**config.mk**
```make
export PLATFORM = sky130hd
export DESIGN_NAME = unsigned_division_magic_generator
export DESIGN_NICKNAME = d
export VERILOG_FILES = /design/src/rtl/udmg_pkg.sv /design/src/rtl/unsigned_division_magic_generator.sv
export SDC_FILE = /design/constraint.sdc
export NUM_CORES = 1
export LEC_CHECK = 0
export BUFFER_PORTS_ARGS = -buffer_cell sky130_fd_sc_hd__buf_2
export CORE_MARGIN = 2
export CORE_UTILIZATION = 52
export CTS_CLUSTER_DIAMETER = 200
export DETAILED_ROUTE_END_ITERATION = 16
export GPL_TIMING_DRIVEN = 0
export PLACE_DENSITY = 0.71
export SLEW_MARGIN = 20
export SYNTH_ARGS = -nofsm -noshare
export SYNTH_HDL_FRONTEND = slang
export SYNTH_SLANG_ARGS = --single-unit
```
**constraint.sdc**
```tcl
create_clock -name clk -period 12.5 [get_ports clk]
set_input_delay 1.875 -clock clk [delete_from_list [all_inputs] [get_ports clk]]
set_output_delay 1.875 -clock clk [all_outputs]
set_load 0.005 [all_outputs]
```
**src/rtl/udmg_pkg.sv**
```systemverilog
// ----------------------------------------------------------------------------
// udmg_pkg
// Types and constants for the unsigned division magic generator.
// ----------------------------------------------------------------------------
package udmg_pkg;

	localparam int unsigned WordBits = 32;

	localparam logic [31:0] BIT31     = 32'h8000_0000;
	localparam logic [31:0] LOW31     = 32'h7FFF_FFFF;
	localparam logic [6:0]  MAX_P     = 7'd64;
	localparam logic [6:0]  START_P   = 7'd31;
	localparam logic [6:0]  WORD_BITS = 7'd32;

	typedef enum logic [2:0] {
		ST_IDLE,
		ST_DIV_NC,
		ST_DIV_Q1,
		ST_DIV_Q2,
		ST_LOOP,
		ST_DONE
	} udmg_state_t;

endpackage

```
**src/rtl/unsigned_division_magic_generator.sv**
```systemverilog
// ----------------------------------------------------------------------------
// unsigned_division_magic_generator
// Granlund-Montgomery magic multiplier, add flag and post-shift for a
// 32-bit unsigned divisor, built around one shared restoring divider.
// ----------------------------------------------------------------------------
//  channel   direction  handshake             payload
//  command   in         start, busy           divisor
//  result    out        done (one-cycle)      multiplier, add_needed,
//                                             shift_amount, status
//
//  one word runs three serial divider passes (nc, q1/r1, q2/r2), then
//  the doubling loop, then done; the divider yields one quotient bit per
//  cycle. a zero divisor goes from idle straight to done.
//  start is taken only while busy is low, one word at a time.
//  reset clears the sequencer; the result is held on its ports after done.
//  the receiver cannot stall: done is high for exactly one cycle.
// ----------------------------------------------------------------------------
module unsigned_division_magic_generator
	import udmg_pkg::*;
(
	input  logic        clk,
	input  logic        arst_n,
	input  logic        start,
	output logic        busy,
	input  logic [31:0] divisor,
	output logic        done,
	output logic [31:0] multiplier,
	output logic        add_needed,
	output logic [5:0]  shift_amount,
	output logic        status
);

	udmg_state_t state_q, state_d;

	logic [4:0]  cnt_q;
	logic [31:0] d_q, nc_q;
	logic [31:0] q1_q, r1_q, q2_q, r2_q;
	logic [6:0]  p_q;
	logic        addf_q;

	// shared divider
	logic [31:0] dvd_q, dvs_q, rem_q;
	logic [32:0] div_shift;
	logic [32:0] div_diff;
	logic        div_ge;
	logic [31:0] div_rem_n, div_quo_n;
	logic        div_last;

	// doubling step
	logic [31:0] r1_dbl, q1_n, r1_n, q2_n, r2_n, delta;
	logic        ge1, ge2, ovf, more;
	logic [6:0]  p_n;
	logic        loop_finish;

	logic accept;
	assign accept = start && (state_q == ST_IDLE);

	always_comb begin
		div_shift = {rem_q, dvd_q[WordBits-1]};
		div_diff  = div_shift - {1'b0, dvs_q};
		div_ge    = !div_diff[32];
		div_rem_n = div_ge ? div_diff[31:0] : div_shift[31:0];
		div_quo_n = {dvd_q[30:0], div_ge};
		div_last  = (cnt_q == 5'd31);
	end

	always_comb begin
		r1_dbl = {r1_q[30:0], 1'b0};
		ge1    = r1_q >= (nc_q - r1_q);
		q1_n   = {q1_q[30:0], ge1};
		r1_n   = ge1 ? (r1_dbl - nc_q) : r1_dbl;
		ge2    = (r2_q + 32'd1) >= (d_q - r2_q);
		ovf    = ge2 ? (q2_q >= LOW31) : (q2_q >= BIT31);
		q2_n   = {q2_q[30:0], ge2};
		r2_n   = {r2_q[30:0], 1'b1} - (ge2 ? d_q : 32'd0);
		delta  = d_q - 32'd1 - r2_n;
		more   = (q1_n < delta) || ((q1_n == delta) && (r1_n == 32'd0));
		p_n    = p_q + 7'd1;
		loop_finish = (p_n >= MAX_P) || !more;
	end

	// next state
	always_comb begin
		state_d = state_q;
		case (state_q)
			ST_IDLE: begin
				if (start) begin
					state_d = (divisor == 32'd0) ? ST_DONE : ST_DIV_NC;
				end
			end
			ST_DIV_NC: begin
				if (div_last) state_d = ST_DIV_Q1;
			end
			ST_DIV_Q1: begin
				if (div_last) state_d = ST_DIV_Q2;
			end
			ST_DIV_Q2: begin
				if (div_last) state_d = ST_LOOP;
			end
			ST_LOOP: begin
				if (loop_finish) state_d = ST_DONE;
			end
			ST_DONE: begin
				state_d = ST_IDLE;
			end
			default: begin
				state_d = ST_IDLE;
			end
		endcase
	end

	// outputs
	always_comb begin
		busy = 1'b1;
		done = 1'b0;
		case (state_q)
			ST_IDLE: begin
				busy = 1'b0;
			end
			ST_DONE: begin
				done = 1'b1;
			end
			default: begin
				busy = 1'b1;
			end
		endcase
	end

	always_ff @(posedge clk or negedge arst_n) begin
		if (!arst_n) begin
			state_q <= ST_IDLE;
			cnt_q   <= 5'd0;
		end else begin
			state_q <= state_d;
			if (state_q == ST_DIV_NC || state_q == ST_DIV_Q1 || state_q == ST_DIV_Q2) begin
				cnt_q <= cnt_q + 5'd1;
			end else begin
				cnt_q <= 5'd0;
			end
		end
	end

	always_ff @(posedge clk) begin
		case (state_q)
			ST_IDLE: begin
				if (accept) begin
					d_q    <= divisor;
					// first pass: (2^32 - d) mod d
					dvd_q  <= 32'd0 - divisor;
					dvs_q  <= divisor;
					rem_q  <= 32'd0;
					p_q    <= START_P;
					addf_q <= 1'b0;
					if (divisor == 32'd0) begin
						multiplier   <= 32'd0;
						add_needed   <= 1'b0;
						shift_amount <= 6'd0;
						status       <= 1'b1;
					end
				end
			end
			ST_DIV_NC: begin
				if (div_last) begin
					nc_q  <= ~div_rem_n;
					dvd_q <= BIT31;
					dvs_q <= ~div_rem_n;
					rem_q <= 32'd0;
				end else begin
					dvd_q <= div_quo_n;
					rem_q <= div_rem_n;
				end
			end
			ST_DIV_Q1: begin
				if (div_last) begin
					q1_q  <= div_quo_n;
					r1_q  <= div_rem_n;
					dvd_q <= LOW31;
					dvs_q <= d_q;
					rem_q <= 32'd0;
				end else begin
					dvd_q <= div_quo_n;
					rem_q <= div_rem_n;
				end
			end
			ST_DIV_Q2: begin
				dvd_q <= div_quo_n;
				rem_q <= div_rem_n;
				if (div_last) begin
					q2_q <= div_quo_n;
					r2_q <= div_rem_n;
				end
			end
			ST_LOOP: begin
				q1_q   <= q1_n;
				r1_q   <= r1_n;
				q2_q   <= q2_n;
				r2_q   <= r2_n;
				p_q    <= p_n;
				addf_q <= addf_q | ovf;
				if (loop_finish) begin
					multiplier   <= q2_n + 32'd1;
					add_needed   <= addf_q | ovf;
					shift_amount <= 6'(p_n - WORD_BITS);
					status       <= 1'b0;
				end
			end
			default: begin
			end
		endcase
	end

	a_done_one_cycle: assert property (@(posedge clk) disable iff (!arst_n)
		done |=> !done)
		else $error("done held for more than one cycle");

	a_accept_busy: assert property (@(posedge clk) disable iff (!arst_n)
		(start && !busy) |=> busy)
		else $error("busy not raised after an accepted word");

	a_zero_result: assert property (@(posedge clk) disable iff (!arst_n)
		(done && status) |-> (multiplier == 32'd0 && !add_needed && shift_amount == 6'd0))
		else $error("zero divisor result not all zero");

	a_shift_range: assert property (@(posedge clk) disable iff (!arst_n)
		(done && !status) |-> (shift_amount <= 6'd32))
		else $error("post-shift out of range");

	a_done_source: assert property (@(posedge clk) disable iff (!arst_n)
		done |-> ($past(state_q) == ST_LOOP || $past(state_q) == ST_IDLE))
		else $error("done reached from an unexpected state");

endmodule
```
## Yosys cells after proc, flatten, opt, wreduce, memory -nomap -nowiden

Index checks and enable logic that the tools add are counted.

| storage, ports and cells | value |
|---|---|
| output and inout bits | 42 |
| bits of input ports | 35 |
| memories | 0 |
| memory bits (read-only) | 0 |
| bits in writable memories | 0 |
| word-level logic and storage cells | 131 |
| register bits | 343 |
| latch bits | 0 |

| operators by class | value |
|---|---|
| multipliers | 0 |
| bitwise gates (word level) | 2 |
| $lt $le $gt $ge | 6 |
| divide/modulo/power cells | 0 |
| reduce and logical (&&, ||, !) cells | 28 |
| muxes and demuxes | 51 |
| equality and inequality tests | 14 |
| shift-type cells | 0 |
| add/sub/neg operators | 13 |

Operator list:

| cell | count |
|---|---|
| two-way mux 32 bit | 16 |
| case mux 32 bit (2 select lines) | 4 |
| case mux 32 bit (3 select lines) | 2 |
| subtractor 32 bit | 5 |
| case mux 32 bit (4 select lines) | 1 |
| adder 32 x 1 -> 32 bit, second input constant | 2 |
| >= comparator 32 bit | 2 |
| zero test 32 bit | 2 |
| case mux 31 bit (2 select lines) | 1 |
| subtractor 33 x 32 -> 33 bit | 1 |
| == test 32 bit | 1 |
| >= comparator 32 x 31 -> 1 bit, second input constant | 1 |
| >= comparator 32 bit, second input constant | 1 |
| less-than comparator 32 bit | 1 |
| inverter 32 bit | 1 |
| subtractor 1 x 32 -> 32 bit, first input constant | 1 |
| subtractor 32 x 1 -> 32 bit, second input constant | 1 |
| two-way mux 3 bit | 6 |
| two-way mux 6 bit | 3 |
| case mux 3 bit (5 select lines) | 1 |
| case mux 7 bit (2 select lines) | 1 |
| AND reduction 2 bit | 7 |
| != test 2 bit, second input constant | 6 |
| case mux 6 bit (2 select lines) | 1 |
| other kinds (24) | 46 |

## Logic depth before layout (Yosys ltp)

Gate-level depths: netlist (run 1).

| logic depth | value |
|---|---|
| depth after elaboration | 12 |
| depth in mapped cells | 57 |
| depth with buffers taken out | 56 |

## Least setup slack after synthesis (run 1)

OpenSTA, ideal clock, no wires.

| timing | value |
|---|---|
| path kind | register -> register |
| start point | reg d_q[0] |
| end point | reg add_needed (enable) |
| stages on the path, launching flop included | 55 |
| slack | 306 ps |
| path buffers | 1 |
| arrival time | 11757 ps |
| library setup time | 437 ps |
| required time | 12063 ps |
| clock period less this slack | 12194 ps |
| cell sequence | edfxtp_1 -> inv_1 -> ha_1 -> inv_1 -> fa_1 -> a21oi_1 -> o21bai_1 -> a21oi_1 -> o21ai_0 -> a221oi_1 -> o31ai_1 -> o41a_1 -> nor3_1 -> nor2_1 -> a21oi_1 -> xor2_1 -> ha_1 -> a21o_1 -> [... 19 more ...] -> o21bai_1 -> maj3_2 -> a21oi_4 -> a211o_2 -> a31oi_4 -> o311ai_2 -> mux2i_1 -> a2111oi_2 -> ha_1 -> nand4_1 -> nor4_1 -> and4_1 -> o2111ai_1 -> nor4_1 -> and4_1 -> a41oi_1 -> o41ai_1 -> nor2_1 |

| on the way | value |
|---|---|
| cells in the longest elaborated chain, start to end | 12 |
| elaborated cells on any way between the ends | 14 |
| those cells by class | add/sub (4); order compare (2); eq/ne (2); mux (1); reduce/logical (5) |

RTL lines:

| item | line | source |
|---|---|---|
| start, declared | unsigned_division_magic_generator.sv:36 | `logic [31:0] d_q, nc_q;` |
| start signal, assigned | unsigned_division_magic_generator.sv:147 | `d_q <= divisor;` |
| subtractor 32 bit | unsigned_division_magic_generator.sv:72 | `ge2 = (r2_q + 32'd1) >= (d_q - r2_q);` |
| >= comparator 32 bit | unsigned_division_magic_generator.sv:72 |  |
| two-way mux 32 bit | unsigned_division_magic_generator.sv:75 | `r2_n = {r2_q[30:0], 1'b1} - (ge2 ? d_q : 32'd0);` |
| subtractor 32 bit | unsigned_division_magic_generator.sv:75 |  |
| subtractor 32 bit * | unsigned_division_magic_generator.sv:76 | `delta = d_q - 32'd1 - r2_n;` |
| parallel branches: the longest is 2 deep, another holds less-than comparator 32 bit | n/a |  |
| logical OR 1 bit * | unsigned_division_magic_generator.sv:77 | `more = (q1_n < delta) \|\| ((q1_n == delta) && (r1_n == 32'd0));` |
| zero test 1 bit * | unsigned_division_magic_generator.sv:79 | `loop_finish = (p_n >= MAX_P) \|\| !more;` |
| logical OR 1 bit * | unsigned_division_magic_generator.sv:79 |  |
| != test 2 bit (no line) * | n/a |  |
| AND reduction 4 bit (no line) * | n/a |  |
| end signal, assigned | unsigned_division_magic_generator.sv:202 | `add_needed <= addf_q \| ovf;` |
| end, declared | unsigned_division_magic_generator.sv:28 | `output logic add_needed,` |

Mark *: on every way between the ends.
A chain may end at the register's enable or synchronous reset.

## Final worst setup path (run 1)

| timing | value |
|---|---|
| start point | reg d_q[0] |
| end point | reg multiplier[1] (enable) |

| on the way | value |
|---|---|
| cells in the longest elaborated chain, start to end | 12 |
| elaborated cells on any way between the ends | 14 |
| those cells by class | add/sub (4); order compare (2); eq/ne (2); mux (1); reduce/logical (5) |

RTL lines:

| item | line | source |
|---|---|---|
| subtractor 32 bit | unsigned_division_magic_generator.sv:72 |  |
| >= comparator 32 bit | unsigned_division_magic_generator.sv:72 |  |
| two-way mux 32 bit | unsigned_division_magic_generator.sv:75 |  |
| subtractor 32 bit | unsigned_division_magic_generator.sv:75 |  |
| subtractor 32 bit * | unsigned_division_magic_generator.sv:76 |  |
| parallel branches: the longest is 2 deep, another holds less-than comparator 32 bit | n/a |  |
| logical OR 1 bit * | unsigned_division_magic_generator.sv:77 |  |
| zero test 1 bit * | unsigned_division_magic_generator.sv:79 |  |
| logical OR 1 bit * | unsigned_division_magic_generator.sv:79 |  |
| != test 2 bit (no line) * | n/a |  |
| AND reduction 4 bit (no line) * | n/a |  |
| end signal, assigned | unsigned_division_magic_generator.sv:201 | `multiplier <= q2_n + 32'd1;` |
| end, declared | unsigned_division_magic_generator.sv:27 | `output logic [31:0] multiplier,` |

Marked as above.

==> out/results.txt, run 1 <==
total power = 6937 µW
Antenna Violating Nets Remaining = 0
initial drt markers = 2629
Final WS setup = -0.01000 ns
initial core utilization = 0.5264
violated checks = negative setup slack
wire length per cell = 23.78 µm
IO Pins = 77
f_max = 0.07994 GHz
die height = 234.9 µm
share of layout cells above drive strength 1 = 0.1270
Final Max Slew Viols = 0
Rows = 84
Crit Path Category = reg -> reg
Mapped Area = 27720 µm²
CTS clk-pin slew, worst paths = 0.06 ns
hold_buf cts = 0
Layout fillers = 4355
CP max-delay cell = a21boi_0
TritonCTS clock tree = yes
DRT Pass-1 Iters = 9
worst slack, placed = -3.724 ns
vias per cell = 6.354
asr flop ratio synth = 0.02332
register area = 10260 µm²
LEAKAGE = 0.01360 µW
routability congestion estimate = 0.9980
largest net degree at the start of global routing = 35
DP Area = 29290 µm²
design area = 32300 µm²
most common cell after layout, fill and taps aside = nand2_1
synth unique cells = 94
gr ovfl total = 0
Worst EP required = 12.72 ns
crit path max fanout = 11
Global Route Usage Sum = 0.3345
drt drc = 0
Root Driver = clkbuf_16
CP Launch Point = d_q[0]$_DFFE_PP_
PortBufs = 76
Avg Synthesized Cell Area = 9.120 µm²
Total Wirelength = 94.89 mm
max_slew headroom = 0.1800
Core Area = 52660 µm²
r2r setup slk = -0.01 ns
DPL Wire Length = 72.04 mm
Util after Layout = 0.6134
vias = 25.36k
CTS buffer count = 40
Syn. warnings = 0
Final Critical Period = 12.51 ns
setup_tns = -0.09732 ns
Post-synth EDFFs = 335
syn_nets = 3361
status = complete, but fails checks
H-tree level count = 2
maximum clock insertion buffer count = 3
RSZ-0062 raised after global routing = true
area of the multi-input gates = 17310 µm²
final period utilization = 1.001
hold path start = cnt_q[0]$_DFF_PN0_
Worst setup EP type = flip-flop
initial antenna violation count = 7
WP data arrival = 12.73 ns
chip width = 234.9 µm
Num Clock Sinks = 343
max-cap viol count = 0
later-pin clock latency in the skew report = 0.58 ns
Nets = 3590
Worst setup SP type = flip-flop
Synth Flop Type = edfxtp_1
Worst R2R Start = d_q[0]$_DFFE_PP_
final hold vios = 0
first-pass GRT wire length = 142.7 mm
commonest non-fill, non-tap cells in the layout = 355 x nand2_1, 335 x edfxtp_1, 264 x a21oi_1
Syn-to-layout area delta = 16.54%
Final setup viols = 16
vias in the first global route = 24.46k
Post-Syn Instances = 3039
Fin Clk Skew = 0.03251 ns
#FFs+latches synth = 343
worst slew pin tran = 1.196 ns
Worst path max stage delay = 0.68 ns
Seq/Total Area, Yosys = 0.3702
Top cell by count, worst path = a21oi_2
worst vdd ir = 167.7 µV
PD cells = 214.8 nW/µm²
worst min path class = reg -> reg
DIE AREA = 55160 µm²
## synthesized netlist by cell type (all sizes together), types with 31 or more instances
cell,count,area [µm²]
xnor2,134,1174
nor3,56,280.3
mux2i,42,420.4
nand2,361,1355
a211oi,33,257.7
and2,43,269.0
nand4,32,200.2
o21ai,153,765.7
nor2,242,910.9
inv,193,724.4
nand2b,55,344.1
ha,281,3516
nand3,73,365.4
edfxtp,335,10060
xor2,112,980.9
a21oi,288,1453
clkbuf,76,285.3
nor2b,34,212.7
and3,31,193.9
a21o,87,653.1
o21a,34,255.2
## worst paths after layout
kind,to,depth (start not counted)
max,multiplier[1]$_SDFFCE_PN0P_,54
min,cnt_q[0]$_DFF_PN0_,1
max reg2reg,multiplier[1]$_SDFFCE_PN0P_,54
min reg2reg,cnt_q[0]$_DFF_PN0_,1
max in group asynchronous,state_q[0]$_DFFE_PN0P_,1
min in group asynchronous,cnt_q[3]$_DFF_PN0_,1
## report_power, final
group | internal [µW] | switching [µW]
clock network | 704 | 507
logic | 1260 | 2560
registers | 1790 | 112
## cells by family (layout without fill, tap and decap cells)
kind of cell	count (synthesis)	in the layout	synth area share
simple gates	1029	1030	0.1766
compound gates	800	800	0.1852
flops	343	343	0.3702
fa+ha+maj	295	295	0.1342
buf+inv	280	540	0.03801
xor+xnor	249	249	0.08022
mux	43	43	0.01557
other cells	0	3	0
## sequential cells by signal, indices dropped and copies added (netlist names), 31 cells and up
signal / flops
d_q: 32
dvd_q: 32
dvs_q: 32
multiplier: 32
nc_q: 32
q1_q: 31
q2_q: 32
r1_q: 32
r2_q: 32
rem_q: 32
## worst max-delay path: cells and delay by family, from the launching register on
kind / cells / cell delay (ns)
compound gates: 25 / 5.74
simple gates: 11 / 2.67
flops: 1 / 0.40
fa+ha+maj: 6 / 1.63
buf+inv: 8 / 1.16
xor+xnor: 4 / 0.54
## final cells by class
class                           count  share of cell area
Sequential cell                   343              0.3176
Clock buffer                       50             0.03374
Clock inverter                     24            0.007244
Timing Repair Buffer              186             0.04482
Antenna cell                        3           0.0002324
Multi-Input combinational cell   2417              0.5360
Inverter                          193             0.02243
Buffer                             87             0.01120
Tap cell                          688             0.02665
## through the flow
| step | hold WS (ns) | instances |
|---|---|---|
| final | 0.4640 | 3991 |
| after global routing | 0.5012 | 3988 |
| after CTS | 0.4693 | 3956 |
| after detailed placement | 0.4614 | 3817 |
| after global placement | 0.4476 | 3803 |
| after floorplan | 0.4329 | 3039 |
## metal layers
metal | routed length, µm | vias up | share of wire | GRT usage
met3 | 8525 | 306 | 0.090 | 0.05921
met1 | 37960 | 12140 | 0.40 | 0.4361
met4 | 5753 | 4 | 0.061 | 0.1812
li1 | - | 11590 | - | -
met2 | 42640 | 1324 | 0.45 | 0.5299
met5 | 16 | - | 0.00017 | 0
## timing repair
item / 4_1_cts / 5_1_grt
endpoints found under the setup margin: 41 / 41
buffers inserted: 61 / 31
pin swaps: 83 / 74
resized for setup: 117 / 68
gates cloned: 4 / 0
Power figures use the tool's default switching activity.
==> inputs of run 2 (changes only) <==
Settings changed: ABC_AREA set to 1.
==> run 2 against run 1 <==
Effect of this change: the flow now finishes without violations; first-iteration DRC count decreased by 29%; utilization decreased by 3.0 points; sequential power up 9%.
==> out/results.txt, run 2 <==
Worst R2R Start = r2_q[2]$_DFFE_PP_
Antenna diodes = 0 (-3)
Crit Path Category = reg -> reg
CTS clk-pin slew, worst paths = 0.06 ns (about the same)
DIE AREA = 57950 µm² (+5.0%)
Mapped Area = 29140 µm² (+5.1%)
synth unique cells = 58 (-38%)
Net Sw Frac = 0.5098 (+0.05115)
Rows = 86 (+2.4%)
max-cap viol count = 0 (unchanged)
Util after Layout = 0.5834 (-0.03003)
CTS buffer count = 39 (-2.5%)
top-count cell post-synth = nand2_1
final hold vios = 0 (unchanged)
PortBufs = 76 (unchanged)
vias = 26.60k (+4.9%)
vias in the first global route = 26.18k (+7.0%)
Synth top area share = 0.3452 (-0.01772)
clock power share = 0.124 (-0.051)
most common cell after layout, fill and taps aside = nand2_1
Final Critical Period = 11.63 ns (-0.8770 ns)
crit path max fanout = 21 (+10)
Total Wirelength = 91.97 mm (-3.1%)
top post-synthesis cells by area = edfxtp_1 35%, nand2_1 14%, ha_1 12%
Simple-Gate Fraction of Synth Area = 0.2639 (+0.08726)
largest net degree at the start of global routing = 22 (-37%)
f_max = 0.08596 GHz (+7.5%)
post-synthesis xor/xnor area fraction = 0.05621 (-0.02401)
die height = 240.7 µm (+2.5%)
Num Clock Sinks = 343 (unchanged)
CP Launch Point = r2_q[2]$_DFFE_PP_
LEAKAGE = 0.01502 µW (+10%)
#FFs+latches synth = 343 (unchanged)
chip width = 240.7 µm (+2.5%)
status = finished, final reports clean
Critical R2R Capture = shift_amount[3]$_SDFFCE_PN0P_
worst slack, placed = -0.9603 ns (+2.763 ns)
Gate power share = 0.657 (+0.105)
H-tree level count = 2 (unchanged)
RSZ-0062 raised after global routing = false
delay-heaviest family, CP = compound AO/OA/AOI/OAI gates
Root Driver = clkbuf_16
worst vdd ir = 164.3 µV (-2.0%)
commonest non-fill, non-tap cells in the layout = 1076 x nand2_1, 507 x inv_1, 335 x edfxtp_1
Final Max Slew Viols = 0 (unchanged)
DRT Pass-1 Iters = 5 (-4)
later-pin clock latency in the skew report = 0.56 ns (-0.02 ns)
wire length per cell = 19.25 µm (-19%)
Compound-Gate Fraction of Synth Area = 0.1271 (-0.05812)
initial drt markers = 1877 (-29%)
vias per cell = 5.568 (-12%)
Synth Flop Type = edfxtp_1
first-pass GRT wire length = 140.7 mm (-1.4%)
Avg Synthesized Cell Area = 7.526 µm² (-17%)
R2R cell count = 56 (+3.7%)
TritonCTS clock tree = yes
share of layout cells above drive strength 1 = 0.06006 (-0.06691)
worst slew pin tran = 1.141 ns (-0.05461 ns)
Top cell by count, worst path = nand2_1
Fin Clk Skew = 0.02221 ns (-0.01031 ns)
Critical path buffers and inverters = 5 (-3)
multiplexer share of the synthesized area = 0 (-0.01557)
Syn. warnings = 0 (unchanged)
gr ovfl total = 0 (unchanged)
max_slew headroom = 0.2392 (+0.05922)
Fin Hold WS = 0.4580 ns (-0.006002 ns)
Worst setup EP type = flip-flop
initial antenna violation count = 0 (-7)
largest family of logic cells by synthesized area = simple AND/OR/NAND/NOR gates
drt drc = 0 (unchanged)
Worst path max stage delay = 0.57 ns (-0.11 ns)
top cells by count, synth = 1076 x nand2_1, 507 x inv_1, 335 x edfxtp_1
Nets = 4326 (+21%)
hold path start = cnt_q[0]$_DFF_PN0_
Worst EP required = 12.81 ns (+0.09 ns)
WP data arrival = 11.94 ns (-0.79 ns)
CP max-delay cell = a21oi_1
PD cells = 295.8 nW/µm² (+38%)
initial core utilization = 0.5279 (+0.001504)
Core Area = 55200 µm² (+4.8%)
Antenna Violating Nets Remaining = 0 (unchanged)
IO Pins = 77 (unchanged)
internal power = 4669 µW (+24%)
Final setup viols = 0 (-16)
final period utilization = 0.9306 (-0.07016)
Sw Pwr = 4856 µW (+53%)
routability congestion estimate = 0.9666 (-3.1%)
WHS Endpoint = cnt_q[0]$_DFF_PN0_
Post-synth EDFFs = 335 (unchanged)
Reg power frac = 0.219 (-0.055)
Global Route Usage Sum = 0.3191 (-0.01543)
hold path cells = 1 (unchanged)
hold_buf cts = 0 (unchanged)
Syn-to-layout area delta = 10.52%
asr flop ratio synth = 0.02332 (unchanged)
Final WS setup = 0.8670 ns (+0.8770 ns)
DPL Wire Length = 75.89 mm (+5.3%)
Seq/Total Area, Yosys = 0.3521 (-0.01807)
cell taking the most area after synthesis = edfxtp_1
Post-Syn Instances = 3872 (+27%)
Post-Synth Adder-Cell Area = 0.1248 (-0.009429)
r2r setup slk = 0.87 ns (+0.88 ns)
syn_nets = 4194 (+25%)
Worst setup SP type = flip-flop
worst min path class = reg -> reg
maximum clock insertion buffer count = 3 (unchanged)
run 2: changes by cell type after synthesis, sizes merged, moves of 36 or more:
cell    delta
a21o      -68
and2      -36
nand2    +720
nand2b    -55
mux2i     -42
nand3    +137
o21ai     +77
inv      +322
nor2      +95
xnor2     -54
run 2: kinds of logic (layout without fill, tap and decap cells):
kind of cell / Yosys count / after routing
AND/OR/NAND/NOR: 1813 / 1813
flip-flops: 343 / 343
XOR/XNOR: 187 / 187
AO/OA/AOI/OAI: 661 / 661
adder cells (fa/ha/maj): 287 / 287
buffers and inverters: 581 / 738
run 2: cell type report:
type	instances	area, µm²
Clock inverter	23	291.5
Tap cell	748	935.9
Multi-Input combinational cell	2948	16790
Timing Repair Buffer	91	713.2
Clock buffer	43	991.0
Inverter	517	1941
Buffer	64	284.0
Sequential cell	343	10260
Fill cell	5203	23000
run 2: worst max path at each step:
stage	slack (ns)	endpoint	cells past startpoint
floorplan	2.53	add_needed$_DFFE_PP_	54
global placement	-2.37	shift_amount[0]$_SDFFCE_PN0P_	56
detailed placement	-0.96	shift_amount[0]$_SDFFCE_PN0P_	57
CTS	0.007	shift_amount[5]$_SDFFCE_PN0P_	55
global route	0.006	shift_amount[5]$_SDFFCE_PN0P_	59
finish	0.87	shift_amount[3]$_SDFFCE_PN0P_	56
run 2: routing by layer:
layer,vias to the layer above,wire (µm),part of all wire,track usage
met1,12230,36670,0.40,0.3726
met3,252,4863,0.053,0.03294
met2,831,44910,0.49,0.5720
li1,13290,-,-,-
met5,-,0,0,0
met4,0,5530,0.060,0.1792
run 2: power by group through the flow:
stage          registers, µW  clock network, µW  logic [µW]
6_report                2080               1180        6260
5_1_grt                 2110               1230        6970
4_1_cts                 2080               1190        6140
3_5_place_dp            2100                  0        6100
3_3_place_gp            2140                  0        5910
2_1_floorplan           2080                  0        4230
run 2: per-stage QoR:
stage,power (µW),TNS [ns],cells,cell area (µm²)
5_1_grt,10320,0,4777,32200
4_1_cts,9409,0,4777,32150
6_report,9525,0,4777,32200
2_1_floorplan,6306,0,3872,29140
3_3_place_gp,8049,-95.51,4696,30460
3_5_place_dp,8200,-36.05,4711,30860
run 2: what timing repair did:
item                                    in CTS  in global routing
buffers inserted                             0                  0
resized for setup                            4                 15
endpoints found under the setup margin      43                 43
